$ cat src/hw/rtl/mouse_packet_cursor_tracker_top_assert.svh
// ----------------------------------------------------------------------------
// Mouse packet cursor tracker assertion macros
// Clocked on clk, disabled while arst_n is low.
// ----------------------------------------------------------------------------
`ifndef MOUSE_PACKET_CURSOR_TRACKER_TOP_ASSERT_SVH
`define MOUSE_PACKET_CURSOR_TRACKER_TOP_ASSERT_SVH

`ifndef SYNTHESIS

`define MPCT_ASSERT_IMPL(lbl, ante, cons) \
	lbl: assert property (@(posedge clk) disable iff (!arst_n) (ante) |-> (cons)) \
		else $error("mpct assertion failed");

`define MPCT_ASSERT_NEXT(lbl, ante, cons) \
	lbl: assert property (@(posedge clk) disable iff (!arst_n) (ante) |=> (cons)) \
		else $error("mpct assertion failed");

`else

`define MPCT_ASSERT_IMPL(lbl, ante, cons)
`define MPCT_ASSERT_NEXT(lbl, ante, cons)

`endif

`endif

$ cat src/hw/rtl/mpct_pkg.sv
// ----------------------------------------------------------------------------
// mpct_pkg
// Shared types and constants of the mouse packet cursor tracker.
// ----------------------------------------------------------------------------
`default_nettype none

package mpct_pkg;

	localparam int unsigned REG_W   = 12;
	localparam int unsigned BYTE_W  = 8;
	localparam int unsigned DELTA_W = 9;
	localparam int unsigned POS_W   = 12;
	localparam int unsigned CFG_IDX_W = 2;
	localparam int unsigned OUT_TDATA_W = 48;

	localparam logic [REG_W-1:0] SCREEN_WIDTH_RST  = 12'd1024;
	localparam logic [REG_W-1:0] SCREEN_HEIGHT_RST = 12'd768;
	localparam logic [REG_W-1:0] CURSOR_WIDTH_RST  = 12'd16;
	localparam logic [REG_W-1:0] CURSOR_HEIGHT_RST = 12'd16;

	localparam int unsigned SYNC_BIT    = 3;
	localparam int unsigned X_SIGN_BIT  = 4;
	localparam int unsigned Y_SIGN_BIT  = 5;
	localparam int unsigned LEFT_BIT    = 0;
	localparam int unsigned RIGHT_BIT   = 1;
	localparam int unsigned MIDDLE_BIT  = 2;

	typedef enum logic [CFG_IDX_W-1:0] {
		CFG_SCREEN_WIDTH  = 2'd0,
		CFG_SCREEN_HEIGHT = 2'd1,
		CFG_CURSOR_WIDTH  = 2'd2,
		CFG_CURSOR_HEIGHT = 2'd3
	} cfg_idx_t;

	typedef enum logic [1:0] {
		IDX_STATUS = 2'd0,
		IDX_XDATA  = 2'd1,
		IDX_YDATA  = 2'd2
	} idx_t;

	typedef struct packed {
		logic [REG_W-1:0] screen_width;
		logic [REG_W-1:0] screen_height;
		logic [REG_W-1:0] cursor_width;
		logic [REG_W-1:0] cursor_height;
	} cfg_t;

	typedef struct packed {
		logic               last;
		logic [DELTA_W-1:0] dx;
		logic [DELTA_W-1:0] dy;
		logic               left;
		logic               middle;
		logic               right;
	} pkt_t;

endpackage

`default_nettype wire

$ cat src/hw/rtl/mouse_packet_cursor_tracker_top.sv
// ----------------------------------------------------------------------------
// mouse_packet_cursor_tracker_top
// PS/2 mouse packet decoder with cursor tracking.
// ----------------------------------------------------------------------------
// Takes one mouse byte per cycle and emits one transaction per completed
// 3-byte packet: deltas, cursor position and buttons. A byte is registered
// on entry, decoded and checked against the screen bounds in the next cycle,
// and the result of a completed packet then lands in the output register,
// which drives the output transaction until it is accepted. Status and X bytes
// always move on at once, so bytes are taken back to back; only a third byte
// waits, holding the input, while the previous result is still unaccepted.
// ----------------------------------------------------------------------------
`default_nettype none

`include "mouse_packet_cursor_tracker_top_assert.svh"

module mouse_packet_cursor_tracker_top (
	input  wire logic                             clk,
	input  wire logic                             arst_n,
	input  wire logic                             s_tvalid,
	output logic                                  s_tready,
	// [7:0] mouse_byte
	input  wire logic [mpct_pkg::BYTE_W-1:0]      s_tdata,
	output logic                                  m_tvalid,
	input  wire logic                             m_tready,
	// [8:0] delta_x, [17:9] delta_y, [29:18] cursor_x, [41:30] cursor_y,
	// [42] left_button, [43] middle_button, [44] right_button, [47:45] zero
	output logic [mpct_pkg::OUT_TDATA_W-1:0]      m_tdata,
	input  wire logic                             cfg_wen,
	input  wire logic [mpct_pkg::CFG_IDX_W-1:0]   cfg_index,
	input  wire logic [mpct_pkg::REG_W-1:0]       cfg_data
);
	import mpct_pkg::*;

	cfg_t              cfg;
	pkt_t              pkt;
	idx_t              idx;
	logic              s1_valid_q;
	logic [BYTE_W-1:0] byte_s1;
	logic              advance;
	logic              push;
	logic [POS_W-1:0]  cur_x;
	logic [POS_W-1:0]  cur_y;
	logic              out_valid_q;
	logic [OUT_TDATA_W-1:0] out_data_q;

	mpct_config u_config (
		.clk       (clk),
		.arst_n    (arst_n),
		.cfg_wen   (cfg_wen),
		.cfg_index (cfg_index),
		.cfg_data  (cfg_data),
		.cfg       (cfg)
	);

	mpct_packer u_packer (
		.clk        (clk),
		.arst_n     (arst_n),
		.advance    (advance),
		.mouse_byte (byte_s1),
		.pkt        (pkt),
		.idx        (idx)
	);

	mpct_cursor u_cursor (
		.clk    (clk),
		.arst_n (arst_n),
		.cfg    (cfg),
		.commit (push),
		.dx     (pkt.dx),
		.dy     (pkt.dy),
		.cur_x  (cur_x),
		.cur_y  (cur_y)
	);

	assign advance  = s1_valid_q && (!pkt.last || !out_valid_q || m_tready);
	assign push     = advance && pkt.last;
	assign s_tready = !s1_valid_q || advance;

	always_ff @(posedge clk or negedge arst_n) begin
		if (!arst_n) begin
			s1_valid_q <= 1'b0;
		end else if (s_tvalid && s_tready) begin
			s1_valid_q <= 1'b1;
		end else if (advance) begin
			s1_valid_q <= 1'b0;
		end
	end

	always_ff @(posedge clk) begin
		if (s_tvalid && s_tready) begin
			byte_s1 <= s_tdata;
		end
	end

	always_ff @(posedge clk or negedge arst_n) begin
		if (!arst_n) begin
			out_valid_q <= 1'b0;
		end else if (push) begin
			out_valid_q <= 1'b1;
		end else if (m_tready) begin
			out_valid_q <= 1'b0;
		end
	end

	always_ff @(posedge clk) begin
		if (push) begin
			out_data_q <= {3'b000, pkt.right, pkt.middle, pkt.left,
				cur_y, cur_x, pkt.dy, pkt.dx};
		end
	end

	assign m_tvalid = out_valid_q;
	assign m_tdata  = out_data_q;

	`MPCT_ASSERT_IMPL(a_push_on_third_byte, push, s1_valid_q && idx == IDX_YDATA)
	`MPCT_ASSERT_IMPL(a_push_needs_room, push && out_valid_q, m_tready)
	`MPCT_ASSERT_IMPL(a_stall_means_held, !s_tready, s1_valid_q && !advance)
	`MPCT_ASSERT_NEXT(a_held_byte_stable, s1_valid_q && !advance, s1_valid_q && $stable(byte_s1))

endmodule

`default_nettype wire

$ cat src/hw/rtl/mpct_config.sv
// ----------------------------------------------------------------------------
// mpct_config
// Screen and cursor size registers written through the configuration port.
// ----------------------------------------------------------------------------
`default_nettype none

module mpct_config (
	input  wire logic                           clk,
	input  wire logic                           arst_n,
	input  wire logic                           cfg_wen,
	input  wire logic [mpct_pkg::CFG_IDX_W-1:0] cfg_index,
	input  wire logic [mpct_pkg::REG_W-1:0]     cfg_data,
	output mpct_pkg::cfg_t                      cfg
);
	import mpct_pkg::*;

	cfg_t cfg_q;

	always_ff @(posedge clk or negedge arst_n) begin
		if (!arst_n) begin
			cfg_q.screen_width  <= SCREEN_WIDTH_RST;
			cfg_q.screen_height <= SCREEN_HEIGHT_RST;
			cfg_q.cursor_width  <= CURSOR_WIDTH_RST;
			cfg_q.cursor_height <= CURSOR_HEIGHT_RST;
		end else if (cfg_wen) begin
			case (cfg_idx_t'(cfg_index))
				CFG_SCREEN_WIDTH:  cfg_q.screen_width  <= cfg_data;
				CFG_SCREEN_HEIGHT: cfg_q.screen_height <= cfg_data;
				CFG_CURSOR_WIDTH:  cfg_q.cursor_width  <= cfg_data;
				CFG_CURSOR_HEIGHT: cfg_q.cursor_height <= cfg_data;
				default: ;
			endcase
		end
	end

	assign cfg = cfg_q;

endmodule

`default_nettype wire

$ cat src/hw/rtl/mpct_packer.sv
// ----------------------------------------------------------------------------
// mpct_packer
// Gathers status, X and Y bytes into one packet; drops unsynced first bytes.
// ----------------------------------------------------------------------------
`default_nettype none

module mpct_packer (
	input  wire logic                        clk,
	input  wire logic                        arst_n,
	input  wire logic                        advance,
	input  wire logic [mpct_pkg::BYTE_W-1:0] mouse_byte,
	output mpct_pkg::pkt_t                   pkt,
	output mpct_pkg::idx_t                   idx
);
	import mpct_pkg::*;

	idx_t              idx_q;
	idx_t              idx_next;
	logic [BYTE_W-1:0] status_q;
	logic [BYTE_W-1:0] x_q;

	always_comb begin
		case (idx_q)
			IDX_STATUS: idx_next = mouse_byte[SYNC_BIT] ? IDX_XDATA : IDX_STATUS;
			IDX_XDATA:  idx_next = IDX_YDATA;
			IDX_YDATA:  idx_next = IDX_STATUS;
			default:    idx_next = mouse_byte[SYNC_BIT] ? IDX_XDATA : IDX_STATUS;
		endcase
	end

	always_ff @(posedge clk or negedge arst_n) begin
		if (!arst_n) begin
			idx_q    <= IDX_STATUS;
			status_q <= '0;
			x_q      <= '0;
		end else if (advance) begin
			idx_q <= idx_next;
			if (idx_q == IDX_XDATA) begin
				x_q <= mouse_byte;
			end else if (idx_q != IDX_YDATA && mouse_byte[SYNC_BIT]) begin
				status_q <= mouse_byte;
			end
		end
	end

	always_comb begin
		pkt.last   = (idx_q == IDX_YDATA);
		pkt.dx     = {status_q[X_SIGN_BIT], x_q};
		pkt.dy     = {status_q[Y_SIGN_BIT], mouse_byte};
		pkt.left   = status_q[LEFT_BIT];
		pkt.middle = status_q[MIDDLE_BIT];
		pkt.right  = status_q[RIGHT_BIT];
	end

	assign idx = idx_q;

endmodule

`default_nettype wire

$ cat src/hw/rtl/mpct_cursor.sv
// ----------------------------------------------------------------------------
// mpct_cursor
// Cursor position register with the screen bounds test for each move.
// ----------------------------------------------------------------------------
`default_nettype none

module mpct_cursor (
	input  wire logic                         clk,
	input  wire logic                         arst_n,
	input  wire mpct_pkg::cfg_t               cfg,
	input  wire logic                         commit,
	input  wire logic [mpct_pkg::DELTA_W-1:0] dx,
	input  wire logic [mpct_pkg::DELTA_W-1:0] dy,
	output logic      [mpct_pkg::POS_W-1:0]   cur_x,
	output logic      [mpct_pkg::POS_W-1:0]   cur_y
);
	import mpct_pkg::*;

	localparam int unsigned CALC_W = POS_W + 3;

	logic [POS_W-1:0]         pos_x_q;
	logic [POS_W-1:0]         pos_y_q;
	logic signed [CALC_W-1:0] nx;
	logic signed [CALC_W-1:0] ny;
	logic signed [CALC_W-1:0] nx_far;
	logic signed [CALC_W-1:0] ny_far;
	logic                     move_ok;

	always_comb begin
		nx     = $signed({3'b000, pos_x_q}) + $signed({{(CALC_W-DELTA_W){dx[DELTA_W-1]}}, dx});
		ny     = $signed({3'b000, pos_y_q}) - $signed({{(CALC_W-DELTA_W){dy[DELTA_W-1]}}, dy});
		nx_far = nx + $signed({3'b000, cfg.cursor_width});
		ny_far = ny + $signed({3'b000, cfg.cursor_height});
		move_ok = (nx > 0) && (nx_far < $signed({3'b000, cfg.screen_width}))
			&& (ny > 0) && (ny_far < $signed({3'b000, cfg.screen_height}));
		cur_x = move_ok ? nx[POS_W-1:0] : pos_x_q;
		cur_y = move_ok ? ny[POS_W-1:0] : pos_y_q;
	end

	always_ff @(posedge clk or negedge arst_n) begin
		if (!arst_n) begin
			pos_x_q <= '0;
			pos_y_q <= '0;
		end else if (commit) begin
			pos_x_q <= cur_x;
			pos_y_q <= cur_y;
		end
	end

endmodule

`default_nettype wire
$ cat config.mk
export PLATFORM = sky130hd
export DESIGN_NAME = mouse_packet_cursor_tracker_top
export DESIGN_NICKNAME = d
export VERILOG_FILES = /design/src/hw/rtl/mpct_pkg.sv /design/src/hw/rtl/mouse_packet_cursor_tracker_top.sv /design/src/hw/rtl/mpct_config.sv /design/src/hw/rtl/mpct_packer.sv /design/src/hw/rtl/mpct_cursor.sv
export VERILOG_INCLUDE_DIRS = /design/src /design/src/hw/rtl
export SDC_FILE = /design/constraint.sdc
export NUM_CORES = 1
export LEC_CHECK = 0
export BUFFER_PORTS_ARGS = -buffer_cell sky130_fd_sc_hd__buf_2
export CAP_MARGIN = 20
export CORE_ASPECT_RATIO = 2
export CORE_MARGIN = 2
export CORE_UTILIZATION = 30
export CTS_BUF_LIST = sky130_fd_sc_hd__clkbuf_4
export DETAILED_ROUTE_END_ITERATION = 8
export PLACE_DENSITY = 0.49
export SLEW_MARGIN = 40
export SYNTH_ARGS = -nofsm -noshare
export SYNTH_HDL_FRONTEND = slang
export SYNTH_SLANG_ARGS = --single-unit
$ cat constraint.sdc
create_clock -name clk -period 5.6 [get_ports clk]
set_input_delay 0.56 -clock clk [delete_from_list [all_inputs] [get_ports clk]]
set_output_delay 0.56 -clock clk [all_outputs]
set_load 0.02 [all_outputs]
==> results list, run 1 <==
* Final design instance area without fill: 0.0104 mm^2
- The worst setup path is captured at a flip-flop.
- The core region is 0.0281 mm^2.
- Largest clock skew in the final design: 0.0211 ns
- VDD sags by at most 0.182 mV.
* Proportion of layout cells with a drive suffix above 1: 36.1%
- STA classifies the critical path startpoint as a flip-flop.
* CTS clk-pin slew, worst paths: 0.12 ns
- TritonCTS clock tree: yes
* Post-synthesis async set-or-reset flop share: 62.7%
- For the pin with the worst max-slew slack, the measured transition is 0.735 ns.
- Synthesized-area fraction occupied by ao, oa, aoi and oai cells: 12.6%
* Top post-synthesis cells by area: sky130_fd_sc_hd__dfrtp_1 25%, sky130_fd_sc_hd__edfxtp_1 19%, sky130_fd_sc_hd__ha_1 11%, sky130_fd_sc_hd__mux2_2 6.7%, sky130_fd_sc_hd__mux2_4 6.3%
- On the critical path, the stage with the largest delay is an instance of sky130_fd_sc_hd__edfxtp_1.
- Of the total power, the share spent switching nets is 41.7%.
* Static leakage: 4.62 nW
* Number of global-route vias before repair: 6231
- After floorplanning, the core was divided into 87 placement rows.
- In this run the critical register-to-register path is captured at m_tdata[39]$_DFFE_PP_.
* Cells after Synth: 727
- Entering global routing, the biggest net connects 48 pins.
* Via count normalized by instance count: 4.83
* Origin of the critical flop-to-flop path: byte_s1[3]$_DFFE_PP_
- Max Cap Violations: 0
- The internal portion of the total power is 3.20 mW.
- Setup slack on the worst reg-to-reg path comes out at 0.20 ns.
* Number of detailed-routing iterations run before antenna repair: 4
- Dividing the synthesized area by the synthesized cell count gives 11.7 um^2.
- The critical path starts at byte_s1[3]$_DFFE_PP_.
* Hold violation total from the final report: 0
- Die X-Extent: 123 um
* Unrepaired setup endpoints after global routing: yes
- For this run, the number of Yosys warnings is 0.
- Clock share of power: 13.7%
- Clk buf depth: 2
- Number of DRC markers after the initial detailed-route iteration: 228
* Number of buffers created by CTS: 17
- In the final design database the tool counted 971 nets.
- The synthesized design contains 142 register bits.
* Proportion of power drawn by flip-flops and latches: 26.1%
- Pins Over Slew Limit: 0
- In the final routed layout, each cell accounts on average for 18.3 um.
* Count of cell types in the netlist: 74
* Die Outline Area: 0.0299 mm^2
- The setup path with the least slack is of type flip-flop to flip-flop.
- At the worst endpoint, the required time is 5.97 ns.
* Routed Antenna Nets: 0
- At the later pin of the worst-skew pair, clock insertion delay measures 0.62 ns.
* Depth of the worst register-to-register path: 24
- Final setup violating endpoints: 0
- Measured against its own limit, the worst slew margin works out to 50.9%.
- Share of synthesized area spent on multiplexers: 14.1%
* Io pins: 77
- Placed instance area: 0.00955 mm^2
- Power comes to 5.50 mW.
- The first global-routing pass estimated 34.1 mm of wire.
* Power density cells: 530 mW/mm^2
- After synthesis, the largest family of logic cells by area is multiplexers.
- Result of the run: complete, no violations
* Final HPWL DP: 17.4 mm
- In this run the power spent charging and discharging nets is 2.30 mW.
- Hold crit path type: input port to flip-flop
- The biggest area contributor in the post-synthesis netlist is sky130_fd_sc_hd__dfrtp_1.
* Worst Path Arrival: 5.77 ns
* Synth Flop Type: sky130_fd_sc_hd__dfrtp_1
- Area fraction in and, or, nand and nor cells after synthesis: 8.84%
- WHS: 0.117 ns
* Post-synthesis adder-cell area fraction: 12.0%
* Seq/Total Area, Yosys: 44.9%
* Final period utilization: 96.4%
* Max H-tree Level: 4
* Number of antenna violations at the first check in global routing: 2
* Max FO, Critical Path: 6
- Critical path depth: 24
- Across every metal layer, demand over resource in global routing totals 15.5%.
- Summing every instance area after synthesis gives 0.00852 mm^2.
* Drt total wl: 22.6 mm
* Port-buffer cells: 73
- Across all layers, the routed design uses 5961 vias.
* Proportion of netlist area held by the largest area contributor: 24.7%
* Layout-stage area growth over the synthesis result: 21.8%
- Last element of the critical path: m_tdata[39]$_DFFE_PP_
- Derived from the worst setup path, the maximum achievable clock frequency is 185 MHz.
- Remaining Overflow, GRT: 0
* Hold Startpoint: s_tdata[1]
- Share of the synthesized netlist area taken by xor and xnor gates: 3.60%
* DRC errors left: 0
- Initial standard-cell utilization of the core: 30.3%
- Counting flops with a built-in enable in the synthesized netlist gives 53.
- In this run the clock root is driven by a sky130_fd_sc_hd__clkbuf_4.
- Final weighted congestion of routability-driven global placement: 0.822
- The routed design could run at a clock period as short as 5.40 ns.
* Critical path buffer and inverter count: 3
* Comb pwr share: 60.3%
* Cell Chain, Critical Path: inv_2 -> ha_4 -> and2_4 -> a221o_1 -> or3_4 -> and2_4 -> ha_4 -> o211a_1 -> o31a_1 -> o41a_1 -> nand3_2 -> nand2_2 -> xor2_1 -> ha_1 -> nand4_1 -> nor3_2 -> nor4_1 -> nand4_1 -> a311oi_2 -> o311ai_4 -> nor3_4 -> buf_6 -> clkbuf_16 -> mux2_4
* Longest individual stage delay on the worst path: 0.44 ns
- The kind of cell with the highest combined delay along the critical path is simple AND/OR/NAND/NOR gates.
- Sinks on Clock Net: 142
- Die height: 242 um
[cell families after synthesis]
group / after synthesis
AO/OA/AOI/OAI: 155
XOR/XNOR: 35
adder cells (fa/ha/maj): 79
buffers and inverters: 76
flip-flops: 142
multiplexers: 95
other: 1
AND/OR/NAND/NOR: 144
[per-layer routing]
layer | track usage (%) | vias up | wire length [um]
met4 | 8.09 | 2 | 873
li1 | - | 2928 | -
met5 | 0 | - | 16
met1 | 15.3 | 2901 | 8060
met2 | 29.5 | 99 | 13000
met3 | 2.80 | 31 | 608
[metrics by stage]
step	worst slack [ns]	TNS, ns	util, %	cells
after floorplan	0.397	0	-	729
after global placement	-0.168	-5.61	34.0	1178
after detailed placement	-0.117	-3.15	34.0	1178
after CTS	-0.00965	-0.0523	35.7	1215
after global routing	-0.0355	-0.459	36.9	1235
final	0.202	0	36.9	1235
[power groups by stage]
stage | Sequential [mW] | Clock (mW) | Combinational, mW
CTS | 1.43 | 0.782 | 3.16
finish | 1.43 | 0.751 | 3.32
global route | 1.46 | 0.822 | 3.69
global placement | 1.45 | 0 | 3.02
detailed placement | 1.46 | 0 | 3.04
floorplan | 1.46 | 0 | 2.06
[synth_stat cells, types with 5 or more instances]
library cell                n
sky130_fd_sc_hd__dfrtp_1   84
sky130_fd_sc_hd__ha_1      75
sky130_fd_sc_hd__inv_1     56
sky130_fd_sc_hd__edfxtp_1  53
sky130_fd_sc_hd__mux2_2    51
sky130_fd_sc_hd__nand2_1   44
sky130_fd_sc_hd__o21ai_0   42
sky130_fd_sc_hd__mux2_4    36
sky130_fd_sc_hd__a21oi_1   34
sky130_fd_sc_hd__nor2_1    27
sky130_fd_sc_hd__a21o_1    21
sky130_fd_sc_hd__xnor2_1   21
sky130_fd_sc_hd__xor2_1    14
sky130_fd_sc_hd__nand3_1   11
sky130_fd_sc_hd__nor2b_1    8
sky130_fd_sc_hd__nor3_1     8
sky130_fd_sc_hd__nand2b_1   7
sky130_fd_sc_hd__a211oi_1   6
sky130_fd_sc_hd__mux2i_1    6
sky130_fd_sc_hd__nand4_1    6
sky130_fd_sc_hd__nor4_1     6
sky130_fd_sc_hd__o21bai_1   6
sky130_fd_sc_hd__and2_1     5
sky130_fd_sc_hd__buf_2      5
sky130_fd_sc_hd__buf_6      5
sky130_fd_sc_hd__dfstp_2    5
sky130_fd_sc_hd__o211ai_1   5
sky130_fd_sc_hd__or3_1      5
[timing repair]
item | CTS | global route
buffers inserted | 3 | 17
pin swaps | 5 | 24
setup endpoints to repair | 44 | 48
resized for setup | 19 | 41
hold buffers | 1 | 0
hold endpoints to repair | 41 | 0
cloned | 1 | 2
[state kept, by name (all words and copies together), names as in the netlist]
signal / count
u_packer.x_q: 8
m_tdata: 45
u_config.cfg: 48
u_cursor.pos_y_q: 12
u_cursor.pos_x_q: 12
s1_valid_q: 1
u_packer.idx: 2
m_tvalid: 1
byte_s1: 8
u_packer.status_q: 5
[worst min-delay path by stage]
stage | end | slack [ns] | cells after the start
2_1_floorplan | m_tvalid$_DFFE_PN0P_ | 0.26 | 0
3_3_place_gp | m_tdata[44]$_DFFE_PP_ | 0.43 | 0
3_5_place_dp | m_tdata[42]$_DFFE_PP_ | 0.43 | 0
4_1_cts | byte_s1[1]$_DFFE_PP_ | 0.05 | 1
5_1_grt | byte_s1[1]$_DFFE_PP_ | 0.08 | 1
6_report | byte_s1[1]$_DFFE_PP_ | 0.12 | 1
[cell type report]
type | instances | area (um^2)
fillers | 2862 | 17700
multi-input cells | 511 | 4630
flip-flops and latches | 142 | 3820
repair buffers | 137 | 942
well taps | 356 | 445
inverters | 56 | 216
clock inverters | 12 | 166
clock buffers | 20 | 150
diodes | 1 | 2.50
[worst register-to-register path: stages, from the launching register on]
cell and delay, ns:
sky130_fd_sc_hd__edfxtp_1 0.44, sky130_fd_sc_hd__inv_2 0.11, sky130_fd_sc_hd__ha_4 0.21, sky130_fd_sc_hd__and2_4 0.16
sky130_fd_sc_hd__a221o_1 0.31, sky130_fd_sc_hd__or3_4 0.34, sky130_fd_sc_hd__and2_4 0.16, sky130_fd_sc_hd__ha_4 0.24
sky130_fd_sc_hd__o211a_1 0.12, sky130_fd_sc_hd__o31a_1 0.11, sky130_fd_sc_hd__o41a_1 0.40, sky130_fd_sc_hd__nand3_2 0.10
sky130_fd_sc_hd__nand2_2 0.05, sky130_fd_sc_hd__xor2_1 0.15, sky130_fd_sc_hd__ha_1 0.32, sky130_fd_sc_hd__nand4_1 0.16
sky130_fd_sc_hd__nor3_2 0.06, sky130_fd_sc_hd__nor4_1 0.26, sky130_fd_sc_hd__nand4_1 0.13, sky130_fd_sc_hd__a311oi_2 0.30
sky130_fd_sc_hd__o311ai_4 0.20, sky130_fd_sc_hd__nor3_4 0.20, sky130_fd_sc_hd__buf_6 0.15, sky130_fd_sc_hd__clkbuf_16 0.17
sky130_fd_sc_hd__mux2_4 0.30
[cell usage in the layout (no fill, tap or decap), types with 4 or more instances in the layout]
cell	synthesis	routed
sky130_fd_sc_hd__o21bai_1	6	6
sky130_fd_sc_hd__a21oi_1	34	30
sky130_fd_sc_hd__a21o_1	21	21
sky130_fd_sc_hd__clkbuf_4	0	20
sky130_fd_sc_hd__xor2_2	0	4
sky130_fd_sc_hd__nor4_1	6	5
sky130_fd_sc_hd__ha_4	0	5
sky130_fd_sc_hd__mux2_2	51	49
sky130_fd_sc_hd__nand2_1	44	43
sky130_fd_sc_hd__dfstp_2	5	5
sky130_fd_sc_hd__nand3_1	11	10
sky130_fd_sc_hd__edfxtp_1	53	53
sky130_fd_sc_hd__nor3_2	0	6
sky130_fd_sc_hd__xnor2_1	21	19
sky130_fd_sc_hd__o21ai_1	1	5
sky130_fd_sc_hd__o21ai_0	42	37
sky130_fd_sc_hd__nand2b_1	7	7
sky130_fd_sc_hd__buf_4	3	56
sky130_fd_sc_hd__inv_1	56	50
sky130_fd_sc_hd__nor2b_1	8	8
sky130_fd_sc_hd__a211oi_1	6	5
sky130_fd_sc_hd__mux2i_1	6	6
sky130_fd_sc_hd__xor2_1	14	10
sky130_fd_sc_hd__nand3b_1	4	4
sky130_fd_sc_hd__nor2_1	27	26
sky130_fd_sc_hd__nand4_1	6	6
sky130_fd_sc_hd__ha_1	75	66
sky130_fd_sc_hd__o211ai_1	5	5
sky130_fd_sc_hd__o21a_1	4	4
sky130_fd_sc_hd__or3_1	5	4
sky130_fd_sc_hd__inv_2	0	4
sky130_fd_sc_hd__dfrtp_1	84	84
sky130_fd_sc_hd__buf_2	5	72
sky130_fd_sc_hd__bufinv_16	0	4
sky130_fd_sc_hd__a21oi_2	2	5
sky130_fd_sc_hd__ha_2	0	4
sky130_fd_sc_hd__mux2_4	36	38
No activity file was read; power rests on OpenSTA's default activity.
==> run 2: changes to the inputs <==
--- a/config.mk
+++ b/config.mk
@@ -10,10 +10,10 @@
 export CAP_MARGIN = 20
 export CORE_ASPECT_RATIO = 2
 export CORE_MARGIN = 2
-export CORE_UTILIZATION = 30
+export CORE_UTILIZATION = 45
 export CTS_BUF_LIST = sky130_fd_sc_hd__clkbuf_4
 export DETAILED_ROUTE_END_ITERATION = 8
-export PLACE_DENSITY = 0.49
+export PLACE_DENSITY = 0.67
 export SLEW_MARGIN = 40
 export SYNTH_ARGS = -nofsm -noshare
 export SYNTH_HDL_FRONTEND = slang
==> run 2 against run 1 <==
  * Sequential cell count is the same
  * Clock skew increased by 0.0027 ns
  * Via count grew 1.3%
  * Critical path depth unchanged
  * Final area shrank 3.8%
  * Utilization up 17 points
  * Global-route usage rose by 5.1 points
  * Hold slack improved by 0.030 ns
  * Sequential power is essentially flat
  * Non-clock buffer count fell by 14
  * Final cell count shrank 12%
  * First-iteration DRC count up 12%
  * Critical path type unchanged
==> results list, run 2 (synthesis results as in run 1) <==
* Result of the run: complete, no violations
- The worst hold path terminates at byte_s1[2]$_DFFE_PP_.
* Met3 capacity usage during global routing: 2.99% (+0.19 points)
- In the layout the commonest cells are 84 x sky130_fd_sc_hd__dfrtp_1, 72 x sky130_fd_sc_hd__buf_2, 69 x sky130_fd_sc_hd__ha_1.
* Busiest layer in global routing: met2
- Number of global-route vias before repair: 6076 (-2.5%)
- Total core area: 0.0187 mm^2 (-34%)
* Final period utilization: 99.2% (+2.8 points)
- The standard cell area after detailed placement is 0.00938 mm^2 (-1.8%).
* Proportion of layout cells with a drive suffix above 1: 33.3% (-2.8 points)
* Mean routed wirelength per cell: 18.9 um (+3.6%)
* Sinks on Clock Net: 142 (unchanged)
- The worst register-to-register path begins at byte_s1[0]$_DFFE_PP_.
- The peak per-stage delay on the critical path came to 0.45 ns (about the same).
- Minimum clock period after layout: 5.55 ns (+0.155 ns)
- The clock transition time at the flip-flop clock pins of the worst setup and hold paths is 0.15 ns (+0.03 ns).
* Type of element launching the critical path: flip-flop
- The worst setup path is captured at a flip-flop.
- Slack of the worst reg-to-reg path: 0.05 ns (-0.16 ns)
- Depth of the worst register-to-register path: 24 (unchanged)
- The detail-routed via count per cell was 5.57 (+15%).
- Unrepaired setup endpoints after global routing: yes
* Cell Chain, Critical Path: ha_2 -> inv_1 -> fa_2 -> a211oi_4 -> o21bai_1 -> a21oi_2 -> xnor2_2 -> ha_4 -> o21a_1 -> nor2_1 -> nor3_2 -> o21ai_1 -> xnor2_1 -> ha_1 -> o21ai_0 -> nor3_2 -> nor4_1 -> nand4_1 -> a311oi_2 -> o311ai_4 -> nor3_4 -> buf_12 -> clkbuf_16 -> mux2_4
* Largest clock skew in the final design: 0.0238 ns (+0.00273 ns)
- The vertical die dimension was 199 um (-18%).
- Static leakage: 4.52 nW (-2.1%)
- The sum of net half-perimeters after detailed placement is 15.7 mm (-9.9%).
* Transition time of the tightest slew-check pin: 0.687 ns (-0.0483 ns)
- The number of detailed-routing iterations run before antenna repair was 5 (+1).
- The max-slew violation total from the final report came to 0 (unchanged).
* Cell with the most instances on the worst path: sky130_fd_sc_hd__nor3_2
* Number of DRC markers after the initial detailed-route iteration: 255 (+12%)
- Pin count of the biggest net entering global routing: 53 (+10%)
- The initial antenna violation count was 1 (-1).
- Classification of the worst setup path: flip-flop to flip-flop
* Clk buf depth: 2 (unchanged)
- Number of cells traversed by the worst hold path: 1 (unchanged)
* Die X-Extent: 101 um (-18%)
- The final standard cell area without fillers came to 0.00998 mm^2 (-3.8%).
* Routed Antenna Nets: 0 (unchanged)
- Final weighted congestion of routability-driven global placement: 0.928 (+13%)
- The aggregate global-route resource usage came to 20.6% (+5.1 points).
* Maximum operating frequency: 180 MHz (-2.8%)
- Die Outline Area: 0.0201 mm^2 (-33%)
- Worst flop-to-flop path endpoint: m_tdata[37]$_DFFE_PP_
* Req. time, crit path: 5.93 ns (-0.04 ns)
- The path class of the tightest hold or removal check is input port to flip-flop.
* Max FO, Critical Path: 6 (unchanged)
- The net count of the finished layout is 957 (-1.4%).
- TritonCTS clock tree: yes
- The root buffer cell chosen for the clock tree is sky130_fd_sc_hd__clkbuf_4.
- The wire length after detailed routing was 20.5 mm (-9.1%).
- Routing usage on met2: 38.9% (+9.4 points)
- The total clock buffers created by CTS came to 17 (unchanged).
* Initial standard-cell utilization of the core: 45.7% (+15 points)
- The total of max-cap violations came to 0 (unchanged).
- Vias post-DR: 6041 (+1.3%)
- Max H-tree Level: 4 (unchanged)
* Hold Startpoint: s_tdata[2]
* Max FFs per register: 48 (unchanged)
* First-pass GRT wire length: 31.3 mm (-8.3%)
- The number of inserted filler cells in the final layout came to 1671 (-42%).
- The peak supply drop was 0.169 mV (-7.3%).
- Hold violation total from the final report: 0 (unchanged)
- Met1 global-route usage: 21.6% (+6.3 points)
- Worst Path Arrival: 5.88 ns (+0.11 ns)
- Crit path max-delay cell type: sky130_fd_sc_hd__edfxtp_1
* Power density cells: 530 mW/mm^2 (about the same)
* Remaining Overflow, GRT: 0 (unchanged)
- The clock insertion delay at the later pin of the skew report is 0.58 ns (-0.04 ns).
* DRC errors left: 0 (unchanged)
* Final setup violating endpoints: 0 (unchanged)
* Most frequent standard cell in the layout excluding fill and tap cells: sky130_fd_sc_hd__dfrtp_1
- The total power was 5.29 mW (-3.8%).
- Compared with the post-synthesis result, the final layout area differs by 17.1%.
- Port-buffer cells: 73 (unchanged)
- Row count: 71 (-18%)
- Worst slew margin relative to its limit: 54.1% (+3.2 points)
- Io pins: 77 (unchanged)
-- run 2: layout make-up --
| class | count | area (um^2) | area share, % |
|---|---|---|---|
| clock buffers | 17 | 128 | 1.28 |
| clock inverters | 15 | 166 | 1.67 |
| flip-flops and latches | 142 | 3820 | 38.3 |
| repair buffers | 123 | 826 | 8.28 |
| well taps | 219 | 274 | 2.75 |
| inverters | 56 | 213 | 2.13 |
| diodes | 1 | 2.50 | 0.0251 |
| multi-input cells | 511 | 4540 | 45.5 |
-- run 2: worst max-delay path by stage --
stage               slack (ns)                       startpoint                              end  cells after the start
CTS                       0.02             byte_s1[4]$_DFFE_PP_            m_tdata[32]$_DFFE_PP_                     22
floorplan                 0.40             byte_s1[4]$_DFFE_PP_  u_cursor.pos_x_q[0]$_DFFE_PN0P_                     22
global placement         -0.09             byte_s1[0]$_DFFE_PP_            m_tdata[41]$_DFFE_PP_                     24
global route             -0.26             byte_s1[0]$_DFFE_PP_            m_tdata[32]$_DFFE_PP_                     22
detailed placement       -0.15  u_cursor.pos_y_q[0]$_DFFE_PN0P_            m_tdata[32]$_DFFE_PP_                     24
finish                    0.05             byte_s1[0]$_DFFE_PP_            m_tdata[37]$_DFFE_PP_                     24
-- run 2: what timing repair did --
action | 4_1_cts | 5_1_grt
gates cloned | 0 | 3
setup endpoints to repair | 45 | 48
endpoints found under the hold margin | 37 | 0
hold buffers | 1 | 0
gates resized for setup | 2 | 29
pin swaps | 0 | 24
buffers inserted | 0 | 6
-- run 2: worst max-delay path, delay by kind of cell, from the launching register on --
kind,cells,cell delay [ns]
compound gates,8,1.58
xor+xnor,2,0.42
fa+ha+maj,4,1.20
buf+inv,3,0.37
flops,1,0.45
mux,1,0.30
simple gates,6,0.99
-- run 2: report_power, final --
| part | switching [mW] | internal [mW] |
|---|---|---|
| Sequential | 0.130 | 1.31 |
| Clock | 0.460 | 0.244 |
| Combinational | 1.71 | 1.44 |
| Total | 2.30 | 2.99 |
-- run 2: through the flow --
step                      worst slack, ns  setup TNS, ns  util (%)  cells  hold slack, ns
after CTS                          0.0190              0      52.0   1074           0.108
after global placement            -0.0908          -2.31      50.2   1041           0.429
final                              0.0474              0      53.5   1084           0.147
after detailed placement           -0.151          -4.88      50.3   1041           0.434
after global routing               -0.260          -9.05      53.5   1084           0.113
after floorplan                     0.397              0         -    729           0.264
-- run 2: metal layers --
layer / wire length [um] / part of all wire, % / vias up
met2: 11600 / 56 / 140
met4: 899 / 4.4 / 0
met5: 0 / 0 / -
met1: 7540 / 37 / 2946
li1: - / - / 2911
met3: 528 / 2.6 / 44
==> run 3: changes to the inputs <==
--- a/config.mk
+++ b/config.mk
@@ -8,12 +8,14 @@
 export LEC_CHECK = 0
 export BUFFER_PORTS_ARGS = -buffer_cell sky130_fd_sc_hd__buf_2
 export CAP_MARGIN = 20
+export CELL_PAD_IN_SITES_DETAIL_PLACEMENT = 1
+export CELL_PAD_IN_SITES_GLOBAL_PLACEMENT = 2
 export CORE_ASPECT_RATIO = 2
 export CORE_MARGIN = 2
-export CORE_UTILIZATION = 45
+export CORE_UTILIZATION = 38
 export CTS_BUF_LIST = sky130_fd_sc_hd__clkbuf_4
 export DETAILED_ROUTE_END_ITERATION = 8
-export PLACE_DENSITY = 0.67
+export PLACE_DENSITY = 0.8
 export SLEW_MARGIN = 40
 export SYNTH_ARGS = -nofsm -noshare
 export SYNTH_HDL_FRONTEND = slang
==> run 3 against run 2 <==
  * First-iteration DRC count down 42%
  * Sequential power hardly changed
  * Via count up 2.5%
  * Wire length is 17% higher
  * Clock skew fell by 0.0019 ns
  * Final cell count is 6.2% higher
  * Combinational power is 5% higher
  * Critical endpoint is now u_cursor.pos_y_q[10]$_DFFE_PN0P_
==> results list, run 3 (synthesis results as in run 1) <==
* Transition time of the tightest slew-check pin: 0.631 ns (-0.0556 ns)
- Drt total wl: 24.1 mm (+17%)
- The pin count of the biggest net entering global routing is 62 (+17%).
* Power consumption: 5.47 mW (+3.5%)
- The number of remaining DRC errors is 0 (unchanged).
- The run finished with clean final reports.
- Final setup violating endpoints: 0 (unchanged)
- The number of rows in the core area came to 77 (+8.5%).
- The standard cell core area was 0.0221 mm^2 (+18%).
- The startpoint identified for the worst hold timing path is s_tdata[0].
- Proportion of layout cells with a drive suffix above 1: 35.1% (+1.8 points)
* Number of cells traversed by the worst hold path: 1 (unchanged)
- The clock sink total came to 142 (unchanged).
- TritonCTS built the clock tree.
* Req. time, crit path: 6.10 ns (+0.17 ns)
* Final weighted congestion of routability-driven global placement: 0.869 (-6.3%)
* Origin of the critical flop-to-flop path: byte_s1[3]$_DFFE_PP_
* Worst Path Arrival: 6.10 ns (+0.22 ns)
- Final nets: 967 (+1.0%)
- Die X-Extent: 110 um (+8.5%)
- The final standard cell area without fillers came to 0.0102 mm^2 (+2.6%).
- Max Cap Violations: 0 (unchanged)
* Port-buffer cells: 73 (unchanged)
- The vertical die dimension was 216 um (+8.6%).
* Depth of the worst register-to-register path: 25 (+4.2%)
- Number of inserted filler cells in the final layout: 2412 (+44%)
- The detail-routed via count per cell is 5.38 (-3.4%).
* Remaining Overflow, GRT: 0 (unchanged)
* Clock latency reported for the late side of the worst-skew pair: 0.61 ns (+0.03 ns)
- Type of element launching the critical path: flip-flop
* Clk buf depth: 2 (unchanged)
- The register-to-register setup slack is 0.0004 ns (-0.05 ns).
* Count of placed standard cells in the final layout, fillers left out: 1151 (+6.2%)
- Unrepaired setup endpoints after global routing: yes
* Buffer type at the clock tree root: sky130_fd_sc_hd__clkbuf_4
* Number of detailed-routing iterations run before antenna repair: 4 (-1)
- Maximum operating frequency: 179 MHz (-0.84%)
- Max FO, Critical Path: 6 (unchanged)
- Pins Over Slew Limit: 0 (unchanged)
- GR Util All Layers: 21.0% (+0.38 points)
- Most frequent standard cell in the layout excluding fill and tap cells: sky130_fd_sc_hd__dfrtp_1
- The total clock buffers created by CTS is 17 (unchanged).
- The via count of the first global-routing pass came to 6853 (+13%).
- The H-tree depth was 4 (unchanged).
- CTS clk-pin slew, worst paths: 0.14 ns (about the same)
- Routed Antenna Nets: 0 (unchanged)
- The number of top-level design ports was 77 (unchanged).
* Minimum clock period after layout: 5.60 ns (+0.0470 ns)
* Placed instance area: 0.00945 mm^2 (+0.76%)
- Max IR drop VDD: 0.162 mV (-3.9%)
- The number of violations reported at the end of detailed-routing iteration 0 came to 148 (-42%).
* Power density cells: 535 mW/mm^2 (+0.88%)
- Layout-stage area growth over the synthesis result: 20.1%
* Number of antenna violations at the first check in global routing: 1 (unchanged)
- In the layout the commonest cells are 84 x sky130_fd_sc_hd__dfrtp_1, 72 x sky130_fd_sc_hd__buf_2, 69 x sky130_fd_sc_hd__ha_1.
* WHS: 0.124 ns (-0.0238 ns)
- The worst hold path terminates at byte_s1[0]$_DFFE_PP_.
* Placed cell count: 1098 (+5.5%)
* Category of the worst setup path capture point: flip-flop
* Max FFs per register: 48 (unchanged)
* Final HPWL DP: 18.2 mm (+16%)
* Hold violation total from the final report: 0 (unchanged)
- Classification of the worst setup path: flip-flop to flip-flop
- Vias post-DR: 6195 (+2.5%)
- Largest clock skew in the final design: 0.0219 ns (-0.00194 ns)
* Worst slew margin relative to its limit: 57.8% (+3.7 points)
- The leakage power summed over all cells came to 4.59 nW (+1.6%).
* Worst flop-to-flop path endpoint: u_cursor.pos_y_q[10]$_DFFE_PN0P_
- Initial standard-cell utilization of the core: 38.6% (-7.1 points)
- Hold crit path type: input port to flip-flop
* Mean routed wirelength per cell: 20.9 um (+10%)
* Die Outline Area: 0.0237 mm^2 (+18%)
- First-pass GRT wire length: 36.8 mm (+18%)
- The post-route fraction of the period consumed by the critical path was 100% (+0.84 points).
run 3: layout make-up:
class	count	area [um^2]	area share, %
multi-input combinational	511	4620	45.1
sequential	142	3820	37.4
timing repair buffer	133	928	9.07
tap	276	345	3.37
inverter	56	215	2.10
clock inverter	14	168	1.64
clock buffer	18	135	1.32
antenna	1	2.50	0.0244
run 3: repair_timing:
action | CTS | global route
buffers inserted | 4 | 12
hold buffers | 1 | 0
gates resized for setup | 18 | 43
pin swaps | 4 | 31
cloned | 2 | 3
setup endpoints to repair | 47 | 48
endpoints found under the hold margin | 28 | 0
run 3: worst max path at each step:
stage | end | depth (start not counted) | start
after detailed placement | m_tdata[41]$_DFFE_PP_ | 26 | u_cursor.pos_y_q[0]$_DFFE_PN0P_
final | u_cursor.pos_y_q[10]$_DFFE_PN0P_ | 25 | byte_s1[3]$_DFFE_PP_
after CTS | u_cursor.pos_y_q[2]$_DFFE_PN0P_ | 25 | byte_s1[3]$_DFFE_PP_
after global routing | u_cursor.pos_x_q[3]$_DFFE_PN0P_ | 26 | u_cursor.pos_y_q[0]$_DFFE_PN0P_
after floorplan | u_cursor.pos_x_q[0]$_DFFE_PN0P_ | 22 | byte_s1[4]$_DFFE_PP_
after global placement | m_tdata[41]$_DFFE_PP_ | 26 | u_cursor.pos_y_q[0]$_DFFE_PN0P_
run 3: stage by stage:
| step | utilization [%] | TNS, ns | worst slack [ns] |
|---|---|---|---|
| 2_1_floorplan | - | 0 | 0.397 |
| 3_3_place_gp | 42.8 | -0.0878 | -0.0201 |
| 3_5_place_dp | 42.8 | -5.50 | -0.171 |
| 4_1_cts | 45.0 | 0 | 0.0000360 |
| 5_1_grt | 46.4 | -10.60 | -0.265 |
| 6_report | 46.4 | 0 | 0.000352 |
run 3: power by group:
part | switching [mW] | leakage, nW | internal [mW]
sequential | 0.127 | 1.59 | 1.31
clock | 0.407 | 0.149 | 0.313
combinational | 1.84 | 2.86 | 1.48
run 3: metal layers:
| layer | part of all wire [%] | wire length [um] | vias to the layer above | track usage, % |
|---|---|---|---|---|
| met3 | 2.8 | 663 | 43 | 3.50 |
| met2 | 58 | 13900 | 123 | 39.6 |
| met5 | 0 | 0 | - | 0 |
| met1 | 35 | 8320 | 3113 | 20.5 |
| met4 | 4.8 | 1150 | 0 | 12.2 |
| li1 | - | - | 2916 | - |
run 3: critical path: stages, from the launching register on:
cell and delay, ns:
sky130_fd_sc_hd__edfxtp_1 0.42, sky130_fd_sc_hd__inv_1 0.12, sky130_fd_sc_hd__ha_1 0.26, sky130_fd_sc_hd__and2_4 0.17
sky130_fd_sc_hd__a221o_1 0.32, sky130_fd_sc_hd__or3_4 0.38, sky130_fd_sc_hd__and2_4 0.16, sky130_fd_sc_hd__ha_4 0.23
sky130_fd_sc_hd__o211a_1 0.11, sky130_fd_sc_hd__o31a_1 0.11, sky130_fd_sc_hd__o41a_1 0.43, sky130_fd_sc_hd__nand3_2 0.10
sky130_fd_sc_hd__nand2_1 0.06, sky130_fd_sc_hd__xor2_1 0.18, sky130_fd_sc_hd__ha_1 0.30, sky130_fd_sc_hd__nand4_1 0.15
sky130_fd_sc_hd__nor3_2 0.06, sky130_fd_sc_hd__nor4_1 0.25, sky130_fd_sc_hd__nand4_1 0.14, sky130_fd_sc_hd__a311oi_2 0.35
sky130_fd_sc_hd__o311ai_4 0.18, sky130_fd_sc_hd__buf_4 0.18, sky130_fd_sc_hd__nor4_4 0.15, sky130_fd_sc_hd__buf_6 0.19
sky130_fd_sc_hd__clkbuf_16 0.18, sky130_fd_sc_hd__mux2_4 0.30
